==> src/c3f_pkg.sv <==
// Shared types, constants and kernel codes of the 3x3 convolution filter core.
// No dependencies; every other file of the block but c3f_ram imports this package.
package c3f_pkg;

	localparam int MAX_LINE    = 1024;
	localparam int MAX_HEIGHT  = 4096;
	localparam int MIN_SIZE    = 3;
	localparam int BORDER      = 2;
	localparam int COL_W       = $clog2(MAX_LINE);
	localparam int ROW_W       = $clog2(MAX_HEIGHT);

	localparam int PIX_W       = 8;
	localparam int WIDTH_W     = 11;
	localparam int HEIGHT_W    = 13;
	localparam int MODE_W      = 3;
	localparam int CFG_DATA_W  = 13;
	localparam int CFG_INDEX_W = 2;

	localparam logic [WIDTH_W-1:0]  WIDTH_RESET  = WIDTH_W'(1024);
	localparam logic [HEIGHT_W-1:0] HEIGHT_RESET = HEIGHT_W'(1024);

	// kernel arithmetic
	localparam int SUM_W       = 13;
	localparam int MAG_W       = 12;
	localparam int RECIP_W     = 22;
	localparam int PROD_W      = MAG_W + RECIP_W;
	localparam int BOX_SHIFT   = 25;
	localparam int BOX_RECIP   = 3727898;   // ceil(2^25 * 0.1111)
	localparam int DIV3_SHIFT  = 12;
	localparam int DIV3_RECIP  = 1366;      // ceil(2^12 / 3)
	localparam int GAUSS_SHIFT = 4;
	localparam int SOBEL_SHIFT = 2;
	localparam int LAP8_SHIFT  = 3;
	localparam int PIX_MAX     = 255;

	// output queue
	localparam int FIFO_DEPTH  = 8;
	localparam int FIFO_AW     = $clog2(FIFO_DEPTH);
	localparam int OCC_W       = $clog2(FIFO_DEPTH + 1);

	typedef enum logic [CFG_INDEX_W-1:0] {
		CFG_IMAGE_WIDTH  = 2'd0,
		CFG_IMAGE_HEIGHT = 2'd1,
		CFG_KERNEL_MODE  = 2'd2
	} cfg_index_t;

	typedef enum logic [MODE_W-1:0] {
		K_BOX       = 3'd0,
		K_GAUSS     = 3'd1,
		K_PREWITT_X = 3'd2,
		K_PREWITT_Y = 3'd3,
		K_SOBEL_X   = 3'd4,
		K_SOBEL_Y   = 3'd5,
		K_LAP8      = 3'd6,
		K_LAP9      = 3'd7
	} kernel_t;

	typedef logic [PIX_W-1:0] pix_t;

	// window[row][col]; row 0 is the oldest line, col 0 the oldest column
	typedef logic [2:0][2:0][PIX_W-1:0] window_t;

	typedef struct packed {
		logic valid;
		logic emit;
		logic last;
	} win_beat_t;

	typedef struct packed {
		logic valid;
		logic emit;
		logic last;
		pix_t pix;
	} res_beat_t;

	typedef struct packed {
		logic last;
		pix_t pix;
	} result_t;

endpackage

==> src/c3f_out_fifo.sv <==
// Result queue between the kernel pipeline and the output channel.
// Depends on c3f_pkg.
module c3f_out_fifo
	import c3f_pkg::*;
(
	input  logic    clk,
	input  logic    arst_n,
	input  logic    push,
	input  result_t push_data,
	input  logic    pop,
	output logic    head_valid,
	output result_t head_data
);

	result_t            mem [FIFO_DEPTH];
	logic [FIFO_AW-1:0] wr_ptr_q, rd_ptr_q;
	logic [OCC_W-1:0]   count_q;

	always_ff @(posedge clk or negedge arst_n) begin
		if (!arst_n) begin
			wr_ptr_q <= '0;
			rd_ptr_q <= '0;
			count_q  <= '0;
		end else begin
			if (push) begin
				wr_ptr_q <= wr_ptr_q + 1'b1;
			end
			if (pop) begin
				rd_ptr_q <= rd_ptr_q + 1'b1;
			end
			count_q <= count_q + OCC_W'(push) - OCC_W'(pop);
		end
	end

	always_ff @(posedge clk) begin
		if (push) begin
			mem[wr_ptr_q] <= push_data;
		end
	end

	assign head_valid = (count_q != '0);
	assign head_data  = mem[rd_ptr_q];

endmodule

==> config.mk <==
export PLATFORM = sky130hd
export DESIGN_NAME = c3f_out_fifo
export DESIGN_NICKNAME = d
export VERILOG_FILES = /design/src/c3f_pkg.sv /design/src/c3f_out_fifo.sv
export SDC_FILE = /design/constraint.sdc
export NUM_CORES = 1
export LEC_CHECK = 0
export BUFFER_PORTS_ARGS = -buffer_cell sky130_fd_sc_hd__buf_2
export CAP_MARGIN = 25
export CORE_ASPECT_RATIO = 0.9
export CORE_MARGIN = 2
export CORE_UTILIZATION = 45
export CTS_CLUSTER_DIAMETER = 40
export DETAILED_ROUTE_END_ITERATION = 8
export GPL_ROUTABILITY_DRIVEN = 0
export SLEW_MARGIN = 10
export SYNTH_ARGS = -nofsm -noshare
export SYNTH_HDL_FRONTEND = slang
export SYNTH_SLANG_ARGS = --single-unit
==> constraint.sdc <==
create_clock -name clk -period 2.4 [get_ports clk]
set_clock_uncertainty 0.2 [all_clocks]
set_input_delay 0.24 -clock clk [delete_from_list [all_inputs] [get_ports clk]]
set_output_delay 0.24 -clock clk [all_outputs]
set_load 0.05 [all_outputs]
# After elaboration in Yosys (flattened, before gate mapping)
# Memories as Yosys holds them, arrays and structs flattened.
# Cells that the tools add are included.
# classes
add_sub_neg	4
mux	2
reduce_logical	1
# op_table
operator	n
adder 3 x 1 -> 3 bit (second input constant)	2
adder 4 x 1 -> 4 bit	1
nonzero test 4 bit	1
subtractor 4 x 1 -> 4 bit	1
2-to-1 mux 1 bit	2
# word_totals
in_bits	13
n_memories	1
mem_bits_rw	72
output_inout_bits	10
register_bits	10
# memory_table
memory	depth	width	read_ports	rd_ports_with_merged_regs	wr	line	source
mem	8	9	1	0	1	c3f_out_fifo.sv:15	result_t mem [FIFO_DEPTH];

# Logic depth before layout (Yosys ltp)
# Gate-level depths: netlist (run 1).
# depth
word_depth	2
depth_mapped	7

# Least setup slack after synthesis (run 1)
# Ideal clock, no wire load.
# synth_path
path_type	flip-flop to output port
start	register rd_ptr_q[0]
end	output port head_data[0] in the netlist's numbering
stages_incl_launch_ff	5
path_buffers	2
arrival_ns	1.472
setup_slack_ns	0.488
cell_sequence	dfrtp_1 buf_6 buf_12 mux4_2 mux2_4
# synth_rtl
element	line	source
start: declaration	c3f_out_fifo.sv:16	logic [FIFO_AW-1:0] wr_ptr_q, rd_ptr_q;
start signal: assignment	c3f_out_fifo.sv:29	rd_ptr_q <= rd_ptr_q + 1'b1;
end: declaration	c3f_out_fifo.sv:12	output result_t head_data

==> results of run 1 <==
cell families after synthesis:
group,after synthesis
buffers and inverters,13
XOR/XNOR,6
flip-flops,82
AO/OA/AOI/OAI,2
multiplexers,29
AND/OR/NAND/NOR,16
adder cells (fa/ha/maj),8
stage by stage:
step           power [uW]  hold slack [ps]  area [sq um]  std cells  setup slack (ps)
3_3_place_gp         3894           -96.52          3600        278             319.3
6_report             5404            77.65          4041        309             27.26
2_1_floorplan        3551           -255.6          3328        156             488.2
3_5_place_dp         3996           -81.39          3600        278             297.6
5_1_grt              5691            100.4          4041        309            -34.43
4_1_cts              5297            85.94          4000        306             2.667
registers in the layout (all words and copies together), names as in the netlist:
register and flops:
mem 72, count_q 4, rd_ptr_q 3, wr_ptr_q 3
what timing repair did:
item / in CTS / in global routing
gates cloned: 0 / 1
endpoints found under the setup margin: 8 / 9
hold endpoints to repair: 84 / 0
gates resized for setup: 20 / 13
pin swaps: 0 / 0
hold buffers: 12 / 0
buffers inserted: 0 / 2
worst max path at each step:
stage / end / depth (start not counted)
5_1_grt: head_data[0] / 5
2_1_floorplan: head_data[0] / 4
3_3_place_gp: head_data[4] / 4
6_report: head_data[0] / 5
4_1_cts: head_data[2] / 4
3_5_place_dp: head_data[4] / 4
report_power, final:
part,switching (uW),total [uW],internal [uW],leakage [uW]
Sequential,176,2010,1830,0.000770
Combinational,1170,2300,1130,0.000604
Clock,501,1100,595,0.000111
area by class of cell:
| cell class | count | share of cell area [%] |
|---|---|---|
| timing repair buffer | 49 | 10.99 |
| inverter | 8 | 0.7430 |
| clock buffer | 9 | 3.065 |
| clock inverter | 7 | 2.446 |
| multi-input combinational | 61 | 20.15 |
| sequential | 82 | 59.72 |
| tap | 93 | 2.879 |
layout by cell type, fill, tap and decap left out:
cell / synthesis / layout
nand2_1: 4 / 4
dfrtp_1: 10 / 9
mux4_2: 9 / 16
inv_1: 8 / 8
a21o_1: 1 / 1
a21oi_1: 1 / 1
buf_8: 0 / 2
buf_4: 0 / 11
xor2_1: 3 / 3
clkinv_2: 0 / 1
buf_6: 1 / 9
buf_12: 1 / 1
fa_1: 1 / 1
nor3_1: 2 / 2
inv_6: 0 / 3
clkbuf_8: 0 / 9
mux2_2: 2 / 2
mux2_4: 9 / 9
bufinv_16: 0 / 2
dlygate4sd3_1: 0 / 12
nand2b_1: 3 / 3
clkbuf_16: 0 / 1
ha_1: 7 / 7
mux4_1: 9 / 2
nand3_1: 1 / 1
xnor2_1: 3 / 3
clkinvlp_4: 0 / 1
edfxtp_1: 72 / 72
nor2_1: 6 / 6
buf_2: 2 / 13
dfrtp_2: 0 / 1
metal layers:
metal / vias up / track usage (%) / wire length [um]
met5: - / 0 / 0
met4: 0 / 5.534 / 83
met3: 9 / 6.063 / 332
met2: 44 / 26.24 / 2959
met1: 831 / 20.40 / 2545
li1: 726 / - / -
==> results.py, run 1 <==
metrics = {
    "outcome": {
        "status": "complete, no violations",
    },
    "logic_synthesis": {
        "synthXorXnorAreaFrac_pct": 1.579,
        "ys_ff_latch": 82,
        "ys.flop_type": "edfxtp_1",
        "synth_top_area_share_pct": 64.96,
        "async_reset_ff_share_pct": 12.20,
        "synth.area.mux_share_pct": 17.93,
        "synthAdderAreaFrac_pct": 3.233,
        "synth.avg_cell_area_sq_um": 21.33,
        "synth.area.top_cells": "edfxtp_1, dfrtp_1, mux4_1",
        "ys_seq_area_share_pct": 72.48,
        "synth-simple-area-share_pct": 2.143,
        "yosys.area.top_type": "edfxtp_1",
        "synth_top_family_by_area": "multiplexers",
        "synth_commonest_cells": "edfxtp_1, dfrtp_1, mux2_4, mux4_1, mux4_2",
        "synth_compound_area_share_pct": 0.3759,
        "synth_cells": 156,
        "yosysMostFrequentCell": "edfxtp_1",
        "synth_area_sq_um": 3328,
        "synth.distinct_cells": 22,
        "synth_edf_count": 72,
        "yosysWarnings": 0,
        "synth_fp_nets": 177,
    },
    "critical_path": {
        "r2r_cells": 7,
        "cp.arrival_ps": 1930,
        "crit-reg2reg-launch": "count_q[0]",
        "crit_chain": "buf_12, buf_6, mux4_2, mux2_4, buf_8",
        "crit_slowest_cell": "mux4_2",
        "path_delay_family": "multiplexers",
        "startpoint": "rd_ptr_q[0]",
        "crit_path_max_incr_delay_ps": 470,
        "path_max_fanout": 6,
        "crit_path_start_kind": "flip-flop",
        "reg2reg_slack_ps": 630,
        "critPathRequiredTime_ps": 1960,
        "cp.buffers_inverters": 3,
        "endpoint_kind": "primary output",
        "worst-setup-path-type": "reg -> out",
        "reg2reg_to": "count_q[1]",
    },
    "worst_hold_path": {
        "hp-class": "in -> async",
    },
    "timing": {
        "fin_setup_tns_ps": 0,
        "relSlewSlack_pct": 51.50,
        "report.final.hold_viol_count": 0,
        "min_period_ps": 2373,
        "rsz0062_at_grt": "yes",
        "setup_violations": 0,
        "finalMaxSlewViolations": 0,
        "tightest_slew_ps": 727.6,
        "fmax_mhz": 421.5,
        "fin_crit_sh_pct": 98.86,
    },
    "finish": {
        "antenna_cells": 0,
        "seq_area_sq_um": 2414,
        "syn2layout_area_growth_pct": 21.43,
        "final_nets": 232,
        "layout-drive-gt1-share_pct": 37.50,
        "multi_input_comb_area_sq_um": 814.5,
        "nFillCells": 567,
        "final_core_util_pct": 56.83,
    },
    "cts": {
        "insertion_delay_ps": 340,
        "cts_tree": "yes",
        "htreeDepth": 3,
        "cts_buffer_depth": 2,
        "root_buffer": "clkbuf_8",
        "clock-sinks": 82,
        "cts_buffers": 9,
        "path_clk_slew_ps": 80,
    },
    "floorplanning": {
        "die_w_um": 94.65,
        "row_count": 29,
        "ios": 23,
        "initial_core_util_pct": 46.80,
        "die-area_sq_um": 8101,
        "die_y_um": 85.59,
        "core_area_sq_um": 7112,
    },
    "global_routing": {
        "grt_pass1_vias": 1742,
        "antenna_found_initial": 0,
        "grt_start_max_net_pins": 16,
        "track_usage_pct": 16.26,
        "overflow": 0,
        "grt_pass1_wl_um": 9232,
    },
    "route": {
        "first_iter_violations": 78,
        "finalWirelength_um": 5921,
        "drtPass1Iterations": 4,
        "viasPerCell": 5.210,
        "vias": 1610,
        "ant_nets": 0,
        "drc": 0,
        "wl_per_cell_um": 19.16,
    },
    "pwr": {
        "power_density_nw_per_um2": 1337,
        "power.leakage_uw": 0.001485,
        "ir_drop_mv": 0.6578,
    },
    "placement": {
        "dpl.hpwl_um": 3577,
        "port-buffer-count": 22,
    },
    "run": {
        "cap_viol_max_count": 0,
    },
}
No activity file was read; power rests on OpenSTA's default activity.
==> run 2: changes to the inputs <==
--- a/config.mk
+++ b/config.mk
@@ -13,6 +13,8 @@
 export CTS_CLUSTER_DIAMETER = 40
 export DETAILED_ROUTE_END_ITERATION = 8
 export GPL_ROUTABILITY_DRIVEN = 0
+export MAX_ROUTING_LAYER = met4
+export SETUP_SLACK_MARGIN = 0.3
 export SLEW_MARGIN = 10
 export SYNTH_ARGS = -nofsm -noshare
 export SYNTH_HDL_FRONTEND = slang
==> run 2 against run 1 <==
Against the previous run:
- sequential cell count stayed put
- first-iteration DRC count grew 18%
- non-clock buffer count decreased by 2
- wire length shrank 0.57%
- worst setup slack worse by 4.7 ps
- worst hold slack improved by 2.3 ps
- sequential share of layout area decreased by 0.074 points
- total power grew 1.5%
- clock power hardly changed
- clock-buffer cell count stayed put
- sequential power about the same
- core utilization increased by 0.070 points
- critical path type unchanged
==> results.py, run 2 (synthesis results as in run 1) <==
metrics = {
    "cts": {
        "cts_buffer_depth": 2,
        "cts_tree": "yes",
        "cts_setup_buffers": 0,
        "path_clk_slew_ps": 80,
        "cts_buffers": 9,
        "insertion_delay_ps": 340,
        "clock-sinks": 82,
        "root_buffer": "clkbuf_8",
        "htreeDepth": 3,
    },
    "placement": {
        "placed_area_sq_um": 3600,
        "dpl.hpwl_um": 3577,
        "dpl_worst_slack_ps": 297.6,
        "dp_cells": 278,
        "port-buffer-count": 22,
    },
    "route": {
        "wl_met1_um": 2516,
        "viasPerCell": 5.179,
        "drc": 0,
        "wl_met2_um": 2992,
        "highest_layer": "met4",
        "finalWirelength_um": 5887,
        "vias": 1590,
        "drtPass1Iterations": 4,
        "first_iter_violations": 92,
        "routed-wl-met3_um": 301,
        "ant_nets": 0,
        "wl_per_cell_um": 19.18,
    },
    "floorplanning": {
        "die_w_um": 94.65,
        "core_area_sq_um": 7112,
        "die_y_um": 85.59,
        "row_count": 29,
        "initial_core_util_pct": 46.80,
        "die-area_sq_um": 8101,
        "ios": 23,
    },
    "finish": {
        "nFillCells": 567,
        "largest_reg_flops": 72,
        "antenna_cells": 0,
        "fin_area_sq_um": 4046,
        "stdcell_count": 307,
        "syn2layout_area_growth_pct": 21.58,
        "final_cell_mix": "edfxtp_1, mux4_2, buf_2",
        "regMostFlops": "mem",
        "final_common_cell": "edfxtp_1",
        "layout-drive-gt1-share_pct": 37.85,
        "top_regs": "mem x72, count_q x4",
        "final_nets": 230,
    },
    "critical_path": {
        "r2r_cells": 7,
        "crit_path_start_kind": "flip-flop",
        "endpoint_kind": "primary output",
        "cp.buffers_inverters": 2,
        "critPathRequiredTime_ps": 1960,
        "reg2reg_to": "count_q[1]",
        "path_max_fanout": 6,
        "worst-setup-path-type": "reg -> out",
        "reg2reg_slack_ps": 630,
        "path_delay_family": "multiplexers",
        "crit_path_max_incr_delay_ps": 510,
        "crit-reg2reg-launch": "count_q[0]",
        "crit_slowest_cell": "mux4_2",
        "crit_chain": "clkbuf_16, mux4_2, mux2_4, buf_8",
        "cp.arrival_ps": 1940,
    },
    "global_routing": {
        "track_usage_pct": 17.19,
        "grt_pass1_vias": 1742,
        "antenna_found_initial": 0,
        "grt_pass1_wl_um": 9432,
        "overflow": 0,
        "grt_start_max_net_pins": 16,
    },
    "timing": {
        "setup_violations": 0,
        "fin_setup_tns_ps": 0,
        "report.final.hold_viol_count": 0,
        "finalMaxSlewViolations": 0,
        "fmax_mhz": 420.6,
        "tightest_slew_ps": 710.4,
        "hold_ws_ps": 79.96,
        "rsz0062_at_grt": "yes",
        "min_period_ps": 2377,
        "fin_crit_sh_pct": 99.06,
        "relSlewSlack_pct": 52.64,
        "setup_ws_ps": 22.58,
    },
    "pwr": {
        "p_sw_share_pct": 33.97,
        "p_sw_uw": 1863,
        "power.leakage_uw": 0.001477,
        "p_comb_share_pct": 43.4,
        "ir_drop_mv": 0.6656,
        "p_int_uw": 3621,
        "power_density_nw_per_um2": 1355,
        "pwr-share-seq_pct": 36.6,
        "p_clk_share_pct": 19.9,
    },
    "run": {
        "cap_viol_max_count": 0,
    },
    "outcome": {
        "status": "complete, no violations",
    },
    "worst_hold_path": {
        "hp-class": "in -> async",
    },
}
-- run 2: area by class of cell --
type	instances	area (sq um)	area share, %
flip-flops and latches	82	2414	59.65
well taps	93	116.4	2.876
clock buffers	9	123.9	3.061
inverters	8	30.03	0.7421
multi-input cells	61	807.0	19.94
repair buffers	47	456.7	11.29
clock inverters	7	98.84	2.443
-- run 2: worst max path at each step --
stage,slack (ps),startpoint,depth (start not counted),end
finish,20,rd_ptr_q[0],4,head_data[8]
detailed placement,300,rd_ptr_q[0],4,head_data[4]
global route,-30,rd_ptr_q[0],4,head_data[8]
CTS,-7,rd_ptr_q[0],4,head_data[1]
floorplan,490,rd_ptr_q[0],4,head_data[0]
global placement,320,rd_ptr_q[0],4,head_data[4]
-- run 2: metrics by stage --
stage                     total power (uW)  util, %
after floorplan                       3551        -
after global placement                3894    50.62
after detailed placement              3996    50.62
after CTS                             5544    56.81
after global routing                  5773    56.90
final                                 5485    56.90
-- run 2: layer usage --
layer,global-route usage (%),up-vias
met5,-,-
met4,6.719,0
met3,4.921,9
met2,26.69,38
met1,21.58,821
li1,-,722
-- run 2: repair_timing --
item                                    in CTS  in global routing
endpoints found under the setup margin       9                  9
resized for setup                           41                  3
hold endpoints to repair                    84                  0
gates cloned                                 1                  0
hold buffers                                12                  0
-- run 2: worst register-to-register path, cell delays in order (launching register included) --
cell,delay (ps)
dfrtp_1,370
inv_1,70
ha_1,220
inv_1,50
ha_1,160
inv_1,60
fa_1,490
inv_1,50
-- run 2: power groups by stage --
stage | logic [uW] | clock network [uW] | registers (uW)
after floorplan | 1620 | 0 | 1930
after global placement | 1900 | 0 | 2000
after detailed placement | 1970 | 0 | 2020
after CTS | 2400 | 1120 | 2020
after global routing | 2550 | 1190 | 2040
final | 2380 | 1090 | 2010
