### src/c3f_pkg.sv
// Shared types, constants and kernel codes of the 3x3 convolution filter core.
// No dependencies; every other file of the block but c3f_ram imports this package.
package c3f_pkg;

	localparam int MAX_LINE    = 1024;
	localparam int MAX_HEIGHT  = 4096;
	localparam int MIN_SIZE    = 3;
	localparam int BORDER      = 2;
	localparam int COL_W       = $clog2(MAX_LINE);
	localparam int ROW_W       = $clog2(MAX_HEIGHT);

	localparam int PIX_W       = 8;
	localparam int WIDTH_W     = 11;
	localparam int HEIGHT_W    = 13;
	localparam int MODE_W      = 3;
	localparam int CFG_DATA_W  = 13;
	localparam int CFG_INDEX_W = 2;

	localparam logic [WIDTH_W-1:0]  WIDTH_RESET  = WIDTH_W'(1024);
	localparam logic [HEIGHT_W-1:0] HEIGHT_RESET = HEIGHT_W'(1024);

	// kernel arithmetic
	localparam int SUM_W       = 13;
	localparam int MAG_W       = 12;
	localparam int RECIP_W     = 22;
	localparam int PROD_W      = MAG_W + RECIP_W;
	localparam int BOX_SHIFT   = 25;
	localparam int BOX_RECIP   = 3727898;   // ceil(2^25 * 0.1111)
	localparam int DIV3_SHIFT  = 12;
	localparam int DIV3_RECIP  = 1366;      // ceil(2^12 / 3)
	localparam int GAUSS_SHIFT = 4;
	localparam int SOBEL_SHIFT = 2;
	localparam int LAP8_SHIFT  = 3;
	localparam int PIX_MAX     = 255;

	// output queue
	localparam int FIFO_DEPTH  = 8;
	localparam int FIFO_AW     = $clog2(FIFO_DEPTH);
	localparam int OCC_W       = $clog2(FIFO_DEPTH + 1);

	typedef enum logic [CFG_INDEX_W-1:0] {
		CFG_IMAGE_WIDTH  = 2'd0,
		CFG_IMAGE_HEIGHT = 2'd1,
		CFG_KERNEL_MODE  = 2'd2
	} cfg_index_t;

	typedef enum logic [MODE_W-1:0] {
		K_BOX       = 3'd0,
		K_GAUSS     = 3'd1,
		K_PREWITT_X = 3'd2,
		K_PREWITT_Y = 3'd3,
		K_SOBEL_X   = 3'd4,
		K_SOBEL_Y   = 3'd5,
		K_LAP8      = 3'd6,
		K_LAP9      = 3'd7
	} kernel_t;

	typedef logic [PIX_W-1:0] pix_t;

	// window[row][col]; row 0 is the oldest line, col 0 the oldest column
	typedef logic [2:0][2:0][PIX_W-1:0] window_t;

	typedef struct packed {
		logic valid;
		logic emit;
		logic last;
	} win_beat_t;

	typedef struct packed {
		logic valid;
		logic emit;
		logic last;
		pix_t pix;
	} res_beat_t;

	typedef struct packed {
		logic last;
		pix_t pix;
	} result_t;

endpackage

### src/c3f_kernel.sv
// Kernel datapath: weighted sum, magnitude and reciprocal multiply, final scale.
// Depends on c3f_pkg.
module c3f_kernel
	import c3f_pkg::*;
(
	input  logic      clk,
	input  logic      arst_n,
	input  kernel_t   kernel_mode,
	input  window_t   window,
	input  win_beat_t win_beat,
	output res_beat_t res_beat
);

	logic signed [SUM_W-1:0] p [3][3];
	logic signed [SUM_W-1:0] total, ksum;

	win_beat_t               beat_s3, beat_s4;
	logic signed [SUM_W-1:0] sum_s3, sum_s4;
	logic [MAG_W-1:0]        mag, mag_s4;
	logic [RECIP_W-1:0]      recip;
	logic [PROD_W-1:0]       prod_s4;
	pix_t                    pix;

	always_comb begin
		total = '0;
		for (int r = 0; r < 3; r++) begin
			for (int c = 0; c < 3; c++) begin
				p[r][c] = $signed({{(SUM_W - PIX_W){1'b0}}, window[r][c]});
				total   = total + p[r][c];
			end
		end
	end

	always_comb begin
		case (kernel_mode)
			K_BOX: ksum = total;
			K_GAUSS: ksum = p[0][0] + (p[0][1] <<< 1) + p[0][2]
				+ (p[1][0] <<< 1) + (p[1][1] <<< 2) + (p[1][2] <<< 1)
				+ p[2][0] + (p[2][1] <<< 1) + p[2][2];
			K_PREWITT_X: ksum = p[0][2] + p[1][2] + p[2][2]
				- p[0][0] - p[1][0] - p[2][0];
			K_PREWITT_Y: ksum = p[2][0] + p[2][1] + p[2][2]
				- p[0][0] - p[0][1] - p[0][2];
			K_SOBEL_X: ksum = p[0][2] + (p[1][2] <<< 1) + p[2][2]
				- p[0][0] - (p[1][0] <<< 1) - p[2][0];
			K_SOBEL_Y: ksum = p[2][0] + (p[2][1] <<< 1) + p[2][2]
				- p[0][0] - (p[0][1] <<< 1) - p[0][2];
			K_LAP8: ksum = (p[1][1] <<< 3) + p[1][1] - total;
			K_LAP9: ksum = (p[1][1] <<< 3) + (p[1][1] <<< 1) - total;
			default: ksum = total;
		endcase
	end

	always_comb begin
		mag   = (sum_s3 < 0) ? MAG_W'(-sum_s3) : MAG_W'(sum_s3);
		recip = (kernel_mode == K_BOX) ? RECIP_W'(BOX_RECIP) : RECIP_W'(DIV3_RECIP);
	end

	always_ff @(posedge clk or negedge arst_n) begin
		if (!arst_n) begin
			beat_s3 <= '0;
			beat_s4 <= '0;
		end else begin
			beat_s3 <= win_beat;
			beat_s4 <= beat_s3;
		end
	end

	always_ff @(posedge clk) begin
		sum_s3  <= ksum;
		sum_s4  <= sum_s3;
		mag_s4  <= mag;
		prod_s4 <= PROD_W'(mag) * PROD_W'(recip);
	end

	always_comb begin
		case (kernel_mode)
			K_BOX:       pix = prod_s4[BOX_SHIFT +: PIX_W];
			K_GAUSS:     pix = mag_s4[GAUSS_SHIFT +: PIX_W];
			K_PREWITT_X: pix = prod_s4[DIV3_SHIFT +: PIX_W];
			K_PREWITT_Y: pix = prod_s4[DIV3_SHIFT +: PIX_W];
			K_SOBEL_X:   pix = mag_s4[SOBEL_SHIFT +: PIX_W];
			K_SOBEL_Y:   pix = mag_s4[SOBEL_SHIFT +: PIX_W];
			K_LAP8:      pix = mag_s4[LAP8_SHIFT +: PIX_W];
			K_LAP9: begin
				if (sum_s4 < 0) begin
					pix = '0;
				end else if (sum_s4 > SUM_W'(PIX_MAX)) begin
					pix = '1;
				end else begin
					pix = sum_s4[PIX_W-1:0];
				end
			end
			default:     pix = '0;
		endcase
	end

	always_comb begin
		res_beat.valid = beat_s4.valid;
		res_beat.emit  = beat_s4.emit;
		res_beat.last  = beat_s4.last;
		res_beat.pix   = pix;
	end

endmodule

### config.mk
export PLATFORM = sky130hd
export DESIGN_NAME = c3f_kernel
export DESIGN_NICKNAME = d
export VERILOG_FILES = /design/src/c3f_pkg.sv /design/src/c3f_kernel.sv
export SDC_FILE = /design/constraint.sdc
export NUM_CORES = 1
export LEC_CHECK = 0
export BUFFER_PORTS_ARGS = -buffer_cell sky130_fd_sc_hd__buf_2
export CAP_MARGIN = 30
export CORE_ASPECT_RATIO = 0.9
export CORE_UTILIZATION = 39
export DETAILED_ROUTE_END_ITERATION = 7
export GPL_TIMING_DRIVEN = 0
export SLEW_MARGIN = 20
export SYNTH_ARGS = -nofsm -noshare
export SYNTH_HDL_FRONTEND = slang
export SYNTH_SLANG_ARGS = --single-unit
### constraint.sdc
create_clock -name clk -period 8.4 [get_ports clk]
set_input_delay 0 -clock clk [delete_from_list [all_inputs] [get_ports clk]]
set_output_delay 0 -clock clk [all_outputs]
set_load 0.02 [all_outputs]
-- Word level (Yosys, flattened, before mapping)
Index checks and enable logic that the tools add are counted.
- register bits: 77
- bits in latches: 0
- RAM bits: 0
- memory bits (read-only): 0
- input port bits: 80
- logic and storage cells: 71
- memories: 0
- add/sub/neg operators: 41
- multipliers: 1
- divide/modulo/power cells: 0
- magnitude comparators: 3
- equality and inequality tests: 7
- shift operators: 0
- multiplexer cells: 6
- bitwise gates (word level): 0
- reduce and logical (&&, ||, !) cells: 3
- operators with widths (kind ; count):
    13-bit one-hot mux with 8 select lines ; 1
    13-bit by 9-bit adder with 13-bit output ; 5
    8-bit one-hot mux with 6 select lines ; 1
    10-bit by 8-bit adder with 11-bit output ; 4
    12-bit by 22-bit multiplier with 33-bit output ; 1
    8-bit by 9-bit adder with 10-bit output ; 3
    9-bit by 8-bit adder with 10-bit output ; 3
    8-bit by 8-bit adder with 9-bit output ; 3
    13-bit by 10-bit adder with 13-bit output ; 2
    13-bit by 1-bit < comparator with 1-bit output (second input constant) ; 2
    12-bit by 10-bit subtractor with 13-bit output ; 2
    12-bit by 9-bit subtractor with 13-bit output ; 2
    13-bit subtractor ; 2
    13-bit by 9-bit subtractor with 13-bit output ; 2
    11-bit by 8-bit adder with 12-bit output ; 2
    11-bit by 9-bit adder with 12-bit output ; 2
    11-bit by 8-bit subtractor with 12-bit output ; 2
    11-bit by 9-bit subtractor with 12-bit output ; 2
    22-bit two-way mux ; 1
    10-bit by 8-bit subtractor with 11-bit output ; 2
    8-bit two-way mux ; 2
    12-bit by 10-bit adder with 13-bit output ; 1
    12-bit by 8-bit adder with 13-bit output ; 1
    13-bit by 9-bit greater-than comparator with 1-bit output (second input constant) ; 1
    7 further kinds ; 12

-- Longest topological paths before layout
Gate-level depths: netlist of the first run.
- depth in word-level cells: 10
- depth in mapped cells: 28
- depth with buffers taken out: 27

-- Worst setup path before layout of the first run
No wires, ideal clock.
- kind: register to register
- start: reg sum_s3[4]
- end: reg prod_s4[19]
- setup time: 79 ps
- data arrival time: 6298 ps
- required time: 8321 ps
- setup slack: 2023 ps
- stages on the path, launching flop included: 26
- buffers on the path: 0
- period minus slack after synthesis: 6377 ps
- cells stage by stage: dfxtp_1 -> or3_1 -> nor3_1 -> nand3_1 -> o31ai_1 -> xor2_1 -> inv_1 -> nand2_1 -> inv_1 -> fa_1 -> inv_1 -> fa_1 -> fa_1 -> fa_1 -> fa_1 -> inv_1 -> ha_1 -> and4_1 -> a21o_1 -> or2_0 -> o21a_1 -> o21ai_1 -> nand2b_1 -> a21boi_2 -> or4b_1 -> o211ai_1
- cells in the longest elaborated chain, start to end: 3
- elaborated cells on any way between the ends: 4
- those cells by class: add/sub (1); mul (1); order compare (1); mux (1)
- RTL lines (what ; line ; text):
    start, declared ; c3f_kernel.sv:18 ; logic signed [SUM_W-1:0] sum_s3, sum_s4;
    start signal, assigned ; c3f_kernel.sv:70 ; sum_s3 <= ksum;
    12-bit negator or 13-bit by 1-bit < comparator with 1-bit output (tied branches) ; c3f_kernel.sv:55 ; mag = (sum_s3 < 0) ? MAG_W'(-sum_s3) : MAG_W'(sum_s3);
    12-bit two-way mux * ; c3f_kernel.sv:55 ;
    via mag[9] ; c3f_kernel.sv:19 ; logic [MAG_W-1:0] mag, mag_s4;
    12-bit by 22-bit multiplier with 33-bit output * ; c3f_kernel.sv:73 ; prod_s4 <= PROD_W'(mag) * PROD_W'(recip);
    end signal, assigned ; c3f_kernel.sv:73 ;
    end, declared ; c3f_kernel.sv:21 ; logic [PROD_W-1:0] prod_s4;
Mark *: on every way through the listed nets, which the timed path passes. The rest lies on a longest branch.

-- Worst setup path in the final report of the first run
- start: reg sum_s3[4]
- end: reg prod_s4[32]
Same word-level chain as after synthesis.

==> impl_metrics.ini, run 1 <==
[critical_path]
crit_top_cell = fa_1
reg2regPathDepth = 25
r2r-end = prod_s4[32]
crit_path_end = prod_s4[32]
r2r_start = sum_s3[4]
worstSetupPathType = register to register
cp_slowest_cell = fa_1
worstPathRequired_ns = 8.67
cp_top_family = adder cells
arrival_ns = 7.85
cp-end-kind = register
ff2ff_setup_slack_ns = 0.82
crit_fanout = 4
cp-start-kind = register
startpoint = sum_s3[4]
critPathBufInv = 4
slowest_delay_ns = 0.57
critical_path_depth = 25

[timing]
setup_viol = 0
finClkSkew_ns = 0.00931
worst_slew_pin_slew_ns = 0.962
hold_viol = 0
slew_violations = 0
finalCriticalPeriod_ns = 7.58
fin_crit_sh = 0.902
hold_slack_ns = 0.0889
rsz0062_at_grt = no
tns_ns = 0
max_slew_margin = 0.350
timing.fmax_mhz = 132

[route]
wl_per_cell_um = 18.4
vias_per_cell = 5.08
drtIter0Drc = 896
dr.pass1.iters = 5
postRouteAntennaNets = 0
drt-total-wl_mm = 45.1
num_vias = 12500
drt_drc_violations_left = 0

[global_routing]
grt_start_max_net_pins = 13
grt_pass1_wl_mm = 73.4
grt_overflow = 0
grt_pass1_vias = 13100
antenna_found_initial = 0
grtUsageTotal = 0.225

[cells_and_area]
multi_input_area_mm2 = 0.0134
diodes = 0
fill_cells = 4066
final_nets = 2530
post-route-util = 0.436
drive_above_1_share = 0.0659
regArea_mm2 = 0.00119
area_delta_synth_final_pct = 9.25

[yosys]
synth_seq_cells = 58
ys_seq_area_frac = 0.0726
netlist_instances = 1796
synth_most_common_cell = inv_1
synth_common_cells = 458 x inv_1, 294 x fa_1, 248 x ha_1, 94 x nor2_1, 83 x a21oi_1
async_flop_share = 0.103
yosysTopAreaCell = fa_1
ys_top_cells_by_area = fa_1 36%, ha_1 19%, inv_1 10%, dfxtp_1 6.3%, xnor2_1 3.4%
yosysUniqueCellTypes = 67
synth_warnings = 0
netlist.area_leader.share = 0.359
synth_edf_count = 0
synth_area_mm2 = 0.0164
avgSynthCellArea_um2 = 9.13
synthFlopType = dfxtp_1

[clocking]
path_clk_slew_ns = 0.06
cts_sinks = 58
cts_tree = done
numCtsBuffers = 9
clk_latency_ns = 0.34
cts_resized = 0
postCtsHoldBufs = 6
clockBufferDepth = 2
cts.htree.levels = 3
post_cts_buffers = 0
cts_root_buf = clkbuf_16

[die]
start_util = 0.399
rows = 70
io-pin-count = 91
core_mm2 = 0.0411
die-area_mm2 = 0.0429
die_h_um = 197
die_w_um = 218

[flow_run]
max_cap_viol_count = 0

[placed_design]
io_buffers = 90
globalplace.congestion = 0.914
place_hpwl_mm = 40.1

[hold_path]
hp-class = input port to register

[run_status]
status = finished clean
-- layout by cell type (no fill, tap or decap), drive strengths merged, types with 21 or more instances in the layout --
cell type  count
nand3         23
o21ai         53
nor3          28
ha           248
nand2         72
clkbuf        28
a21oi         83
dfxtp         52
o22ai         21
fa           294
inv          459
xor2          50
buf           93
nor2b         28
xnor2         64
nor2          94
-- how the worst min path moves through the flow --
stage | startpoint | endpoint | cells past startpoint | slack [ns]
2_1_floorplan | arst_n | beat_s3[0] | 0 | -0.30
3_3_place_gp | arst_n | res_beat[8] | 1 | -0.18
3_5_place_dp | arst_n | res_beat[8] | 1 | -0.17
4_1_cts | kernel_mode[1] | sum_s3[11] | 4 | 0.09
5_1_grt | kernel_mode[1] | sum_s3[11] | 4 | 0.11
6_report | kernel_mode[1] | sum_s3[11] | 4 | 0.09
-- per-stage QoR --
step                worst slack [ns]  cells  instance area, um2
global placement               0.854   2430               17500
detailed placement             0.785   2430               17500
CTS                            0.801   2452               17900
floorplan                       2.02   1800               16400
global route                   0.221   2453               17900
finish                         0.820   2453               17900
-- worst register-to-register path: cells and delay by family, from the launching register on --
family / cells / cell delay [ns]
AOI/OAI and AO/OA: 6 / 1.78
xor gates and xnor gates: 2 / 0.37
adders and majority gates: 6 / 2.76
buffers and inverters: 4 / 0.44
DFF: 1 / 0.35
and+or+nand+nor: 7 / 1.81
-- routing by layer --
layer  routed length [um]  share of wire  vias up  GRT usage
li1                     -              -     5934          -
met1                21700           0.48     6130      0.328
met2                19300           0.43      351      0.345
met3                 3070          0.068       52     0.0417
met4                  995          0.022        0     0.0484
met5                    0              0        -          0
-- cells by family after synthesis --
| logic type | count (synthesis) | share of synthesized area |
|---|---|---|
| other | 2 | 0.000458 |
| adder cells (fa/ha/maj) | 542 | 0.548 |
| AND/OR/NAND/NOR | 298 | 0.0867 |
| XOR/XNOR | 114 | 0.0609 |
| buffers and inverters | 480 | 0.110 |
| flip-flops | 58 | 0.0726 |
| AO/OA/AOI/OAI | 293 | 0.116 |
| multiplexers | 9 | 0.00603 |
-- layout make-up --
class	count	share of cell area
multi-input combinational	1262	0.749
clock inverter	7	0.00440
sequential	58	0.0665
timing repair buffer	97	0.0292
clock buffer	9	0.0126
tap	540	0.0377
inverter	458	0.0959
buffer	22	0.00461
-- state kept, by name, summed over array words and instances, names as in the netlist --
signal / flops
sum_s4: 12
res_beat: 3
sum_s3: 13
beat_s3: 3
mag_s4: 10
prod_s4: 17
Power of run 1 is not shown: default switching activity piles up to over one toggle a cycle in this logic, so the estimate is an artifact.
==> inputs of run 2 (changes only) <==
RECOVER_POWER = 25   (was unset)
REMOVE_ABC_BUFFERS = 1   (was unset)
==> impl_metrics.ini, run 2 (same netlist as run 1, synthesis figures left out) <==
[die]
core_mm2 = 0.0411
io-pin-count = 91
die_w_um = 218
die-area_mm2 = 0.0429
start_util = 0.399
die_h_um = 197
rows = 70

[critical_path]
worstSetupPathType = register to register
arrival_ns = 7.73
ff2ff_setup_slack_ns = 0.93
r2r-end = prod_s4[32]
worstPathRequired_ns = 8.66
cp-start-kind = register
r2r_start = sum_s3[3]
reg2regPathDepth = 25
crit_fanout = 4
cp-end-kind = register

[timing]
fin_ws_ns = 0.931
tns_ns = 0
finClkSkew_ns = 0.0102
max_slew_margin = 0.354
finalCriticalPeriod_ns = 7.47
hold_viol = 0
worst_slew_pin_slew_ns = 0.965
fin_crit_sh = 0.889
setup_viol = 0
timing.fmax_mhz = 134
rsz0062_at_grt = no
slew_violations = 0

[route]
vias_per_cell = 5.02
drt_drc_violations_left = 0
drtIter0Drc = 836
dr.pass1.iters = 5
routed.top_layer = met4
wl_per_cell_um = 17.6
drt-total-wl_mm = 42.9
postRouteAntennaNets = 0
num_vias = 12200
route.met2.wl_mm = 18.9
wl_met3_mm = 2.15
met1_length_mm = 21.1

[clocking]
cts.htree.levels = 3
clockBufferDepth = 2
cts_tree = done
cts_sinks = 58
numCtsBuffers = 9
cts_root_buf = clkbuf_16
post_cts_buffers = 0
path_clk_slew_ns = 0.06
cts_resized = 0
clk_latency_ns = 0.33

[global_routing]
grt_pass1_vias = 12900
grt_pass1_wl_mm = 70.4
grt_overflow = 0
antenna_found_initial = 0
grtUsageTotal = 0.213
grt_start_max_net_pins = 30

[flow_run]
max_cap_viol_count = 0

[cells_and_area]
largest_register = prod_s4
diodes = 0
drive_above_1_share = 0.0672
area_delta_synth_final_pct = 9.06
stdcell_area_mm2 = 0.0179
largest_registers = prod_s4: 17 flops, sum_s3: 13 flops, sum_s4: 12 flops
fill_cells = 3961
largest_reg_flops = 17
layout_common_cells = 458 x inv_1, 294 x fa_1, 248 x ha_1, 94 x nor2_1, 89 x buf_2
final_nets = 2508
layout_commonest_cell = inv_1
post-route-util = 0.436

[placed_design]
io_buffers = 90
placed_area_mm2 = 0.0175
globalplace.congestion = 0.929
place_hpwl_mm = 38.5
dpl_worst_slack_ns = 0.962

[run_status]
status = finished clean

[hold_path]
hp-class = input port to asynchronous set/reset pin
==> run 2: worst max-delay path, cell delays in order, from the launching register on <==
cell and delay [ns]:
dfxtp_1 0.35, or3_1 0.40, nor3_1 0.25, nand3_1 0.23, o31ai_1 0.29, xor2_1 0.23, inv_1 0.15, nand2_1 0.19
inv_1 0.17, fa_1 0.47, fa_1 0.54, inv_1 0.05, fa_1 0.47, fa_1 0.50, inv_1 0.05, fa_1 0.43
ha_1 0.35, nand4_1 0.15, nor4_1 0.41, o2111ai_1 0.46, a31oi_1 0.43, nor2_1 0.09, a21oi_1 0.24, a21oi_1 0.15
o21bai_1 0.19, xnor2_1 0.13
==> run 2: how the worst max path moves through the flow <==
stage | startpoint | to | slack [ns]
after floorplan | sum_s3[4] | prod_s4[19] | 2.02
after global placement | kernel_mode[1] | prod_s4[32] | 0.79
after detailed placement | kernel_mode[1] | prod_s4[32] | 0.96
after CTS | sum_s3[3] | prod_s4[32] | 0.96
after global routing | sum_s3[3] | prod_s4[32] | 0.46
final | sum_s3[3] | prod_s4[32] | 0.93
==> run 2: timing repair <==
item / CTS / global route
endpoints found under the hold margin: 9 / 0
hold buffers: 4 / 0
setup endpoints to repair: 0 / 0
==> run 2: layer usage <==
layer / GRT usage / vias to the layer above
li1: - / 5894
met1: 0.317 / 5962
met2: 0.338 / 300
met3: 0.0230 / 37
met4: 0.0342 / 0
met5: 0 / -
==> run 2: layout make-up <==
type                       count  area (um2)  area share
clock buffer                   9         225      0.0126
clock inverter                 7         125     0.00699
inverter                     458        1720      0.0961
multi-input combinational   1262       13400       0.750
sequential                    58        1190      0.0666
tap                          540         676      0.0378
timing repair buffer          97         528      0.0295
==> run 2: per-stage QoR <==
step / hold WS (ns) / std cells
2_1_floorplan: -0.296 / 1778
3_3_place_gp: -0.178 / 2408
3_5_place_dp: -0.171 / 2409
4_1_cts: 0.00614 / 2429
5_1_grt: 0.0951 / 2431
6_report: 0.0662 / 2431
Power of run 2 is left out for the same reason.
==> inputs of run 3 (changes only) <==
MAX_ROUTING_LAYER = met4   (was unset)
==> impl_metrics.ini, run 3 (same netlist as run 1, synthesis figures left out) <==
[flow_run]
max_cap_viol_count = 0

[placed_design]
globalplace.congestion = 0.952
dpl_worst_slack_ns = 1.01
io_buffers = 90
place_hpwl_mm = 38.6

[die]
core_mm2 = 0.0411
start_util = 0.399
io-pin-count = 91
rows = 70
die_w_um = 218
die-area_mm2 = 0.0429
die_h_um = 197

[critical_path]
ff2ff_setup_slack_ns = 0.87
slowest_delay_ns = 0.56
worstSetupPathType = register to register
crit_top_cell = fa_1
cp-end-kind = register
reg2regPathDepth = 24
worstPathRequired_ns = 8.66
cp_slowest_cell = nor4_1
arrival_ns = 7.79
crit_fanout = 6
cp-start-kind = register
path_cells = or3_1, nor3_1, nand3_1, o31ai_1, xnor2_1, and2_1, or2_2, ha_1, fa_1, inv_1, fa_1, fa_1, fa_1, inv_1, ha_1, nand3_1, nor4_1, o2111ai_1, a31oi_1, nor2_1, a21oi_1, a21oi_1, o21bai_1, xnor2_1

[cells_and_area]
layout_commonest_cell = inv_1
largest_register = prod_s4
multi_input_area_mm2 = 0.0134
diodes = 0
fill_cells = 4031
largest_reg_flops = 17
regArea_mm2 = 0.00119
final_nets = 2508
area_delta_synth_final_pct = 8.63
post-route-util = 0.434
drive_above_1_share = 0.0672
largest_registers = prod_s4: 17 flops, sum_s3: 13 flops, sum_s4: 12 flops
layout_common_cells = 458 x inv_1, 294 x fa_1, 248 x ha_1, 94 x nor2_1, 89 x buf_2

[hold_path]
hp-class = input port to asynchronous set/reset pin

[route]
num_vias = 12400
drt_drc_violations_left = 0
wl_per_cell_um = 17.7
vias_per_cell = 5.08
dr.pass1.iters = 5
postRouteAntennaNets = 0
drtIter0Drc = 879
drt-total-wl_mm = 43.1

[clocking]
post_cts_buffers = 0
cts.htree.levels = 3
cts_sinks = 58
numCtsBuffers = 9
cts_root_buf = clkbuf_16
clockBufferDepth = 2
cts_tree = done
clk_latency_ns = 0.34
path_clk_slew_ns = 0.06

[timing]
worst_slew_pin_slew_ns = 0.959
rsz0062_at_grt = no
tns_ns = 0
hold_viol = 0
setup_viol = 0
slew_violations = 0
timing.fmax_mhz = 133
fin_crit_sh = 0.896
max_slew_margin = 0.359
fin_ws_ns = 0.873
finClkSkew_ns = 0.0104
finalCriticalPeriod_ns = 7.53

[global_routing]
grt_overflow = 0
grtUsageTotal = 0.222
antenna_found_initial = 0
grt_start_max_net_pins = 30
grt_pass1_vias = 13100
grt_pass1_wl_mm = 71.2

[run_status]
status = finished clean
## run 3: cell types whose count changed in the layout (fill, tap and decap cells not counted), sizes merged
cell	change
bufinv	-3
clkinv	-1
clkbuf	+1
inv	+1
clkinvlp	+2
## run 3: path summary, 6_finish.rpt
check                            from      endpoint
setup / recovery            sum_s3[4]   prod_s4[32]
hold / removal                 arst_n    beat_s3[0]
setup reg to reg            sum_s3[4]   prod_s4[32]
hold reg to reg            beat_s3[2]  res_beat[10]
max in group asynchronous      arst_n   res_beat[9]
min in group clk           window[32]     sum_s3[0]
## run 3: timing repair
item | CTS | global route
gates resized for setup | 0 | 0
endpoints found under the setup margin | 0 | 0
hold buffers | 4 | 0
hold endpoints to repair | 9 | 0
## run 3: critical path: cells and delay by family (launching register included)
family	cells	cell delay, ns
AOI/OAI and AO/OA	6	1.80
xor gates and xnor gates	2	0.39
adders and majority gates	6	2.51
buffers and inverters	2	0.09
DFF	1	0.34
and+or+nand+nor	8	2.32
## run 3: metrics by stage
stage	cell area (um2)	std cells	hold slack (ns)
after global routing	17800	2431	0.0977
after global placement	17500	2408	-0.178
after floorplan	16300	1778	-0.296
after detailed placement	17500	2409	-0.175
after CTS	17800	2429	0.00311
final	17800	2431	0.0559
## run 3: final cells by class
class,count,share of cell area
well taps,540,0.0379
multi-input cells,1262,0.753
clock buffers,10,0.0134
flip-flops and latches,58,0.0668
repair buffers,97,0.0296
clock inverters,6,0.00225
inverters,458,0.0965
## run 3: metal layers
| metal | vias to the layer above | wire (um) | global-route usage |
|---|---|---|---|
| met2 | 373 | 18900 | 0.338 |
| met5 | - | 0 | - |
| li1 | 5885 | - | - |
| met3 | 54 | 2430 | 0.0248 |
| met1 | 6042 | 20900 | 0.318 |
| met4 | 0 | 924 | 0.0497 |
Power of run 3 is left out for the same reason.
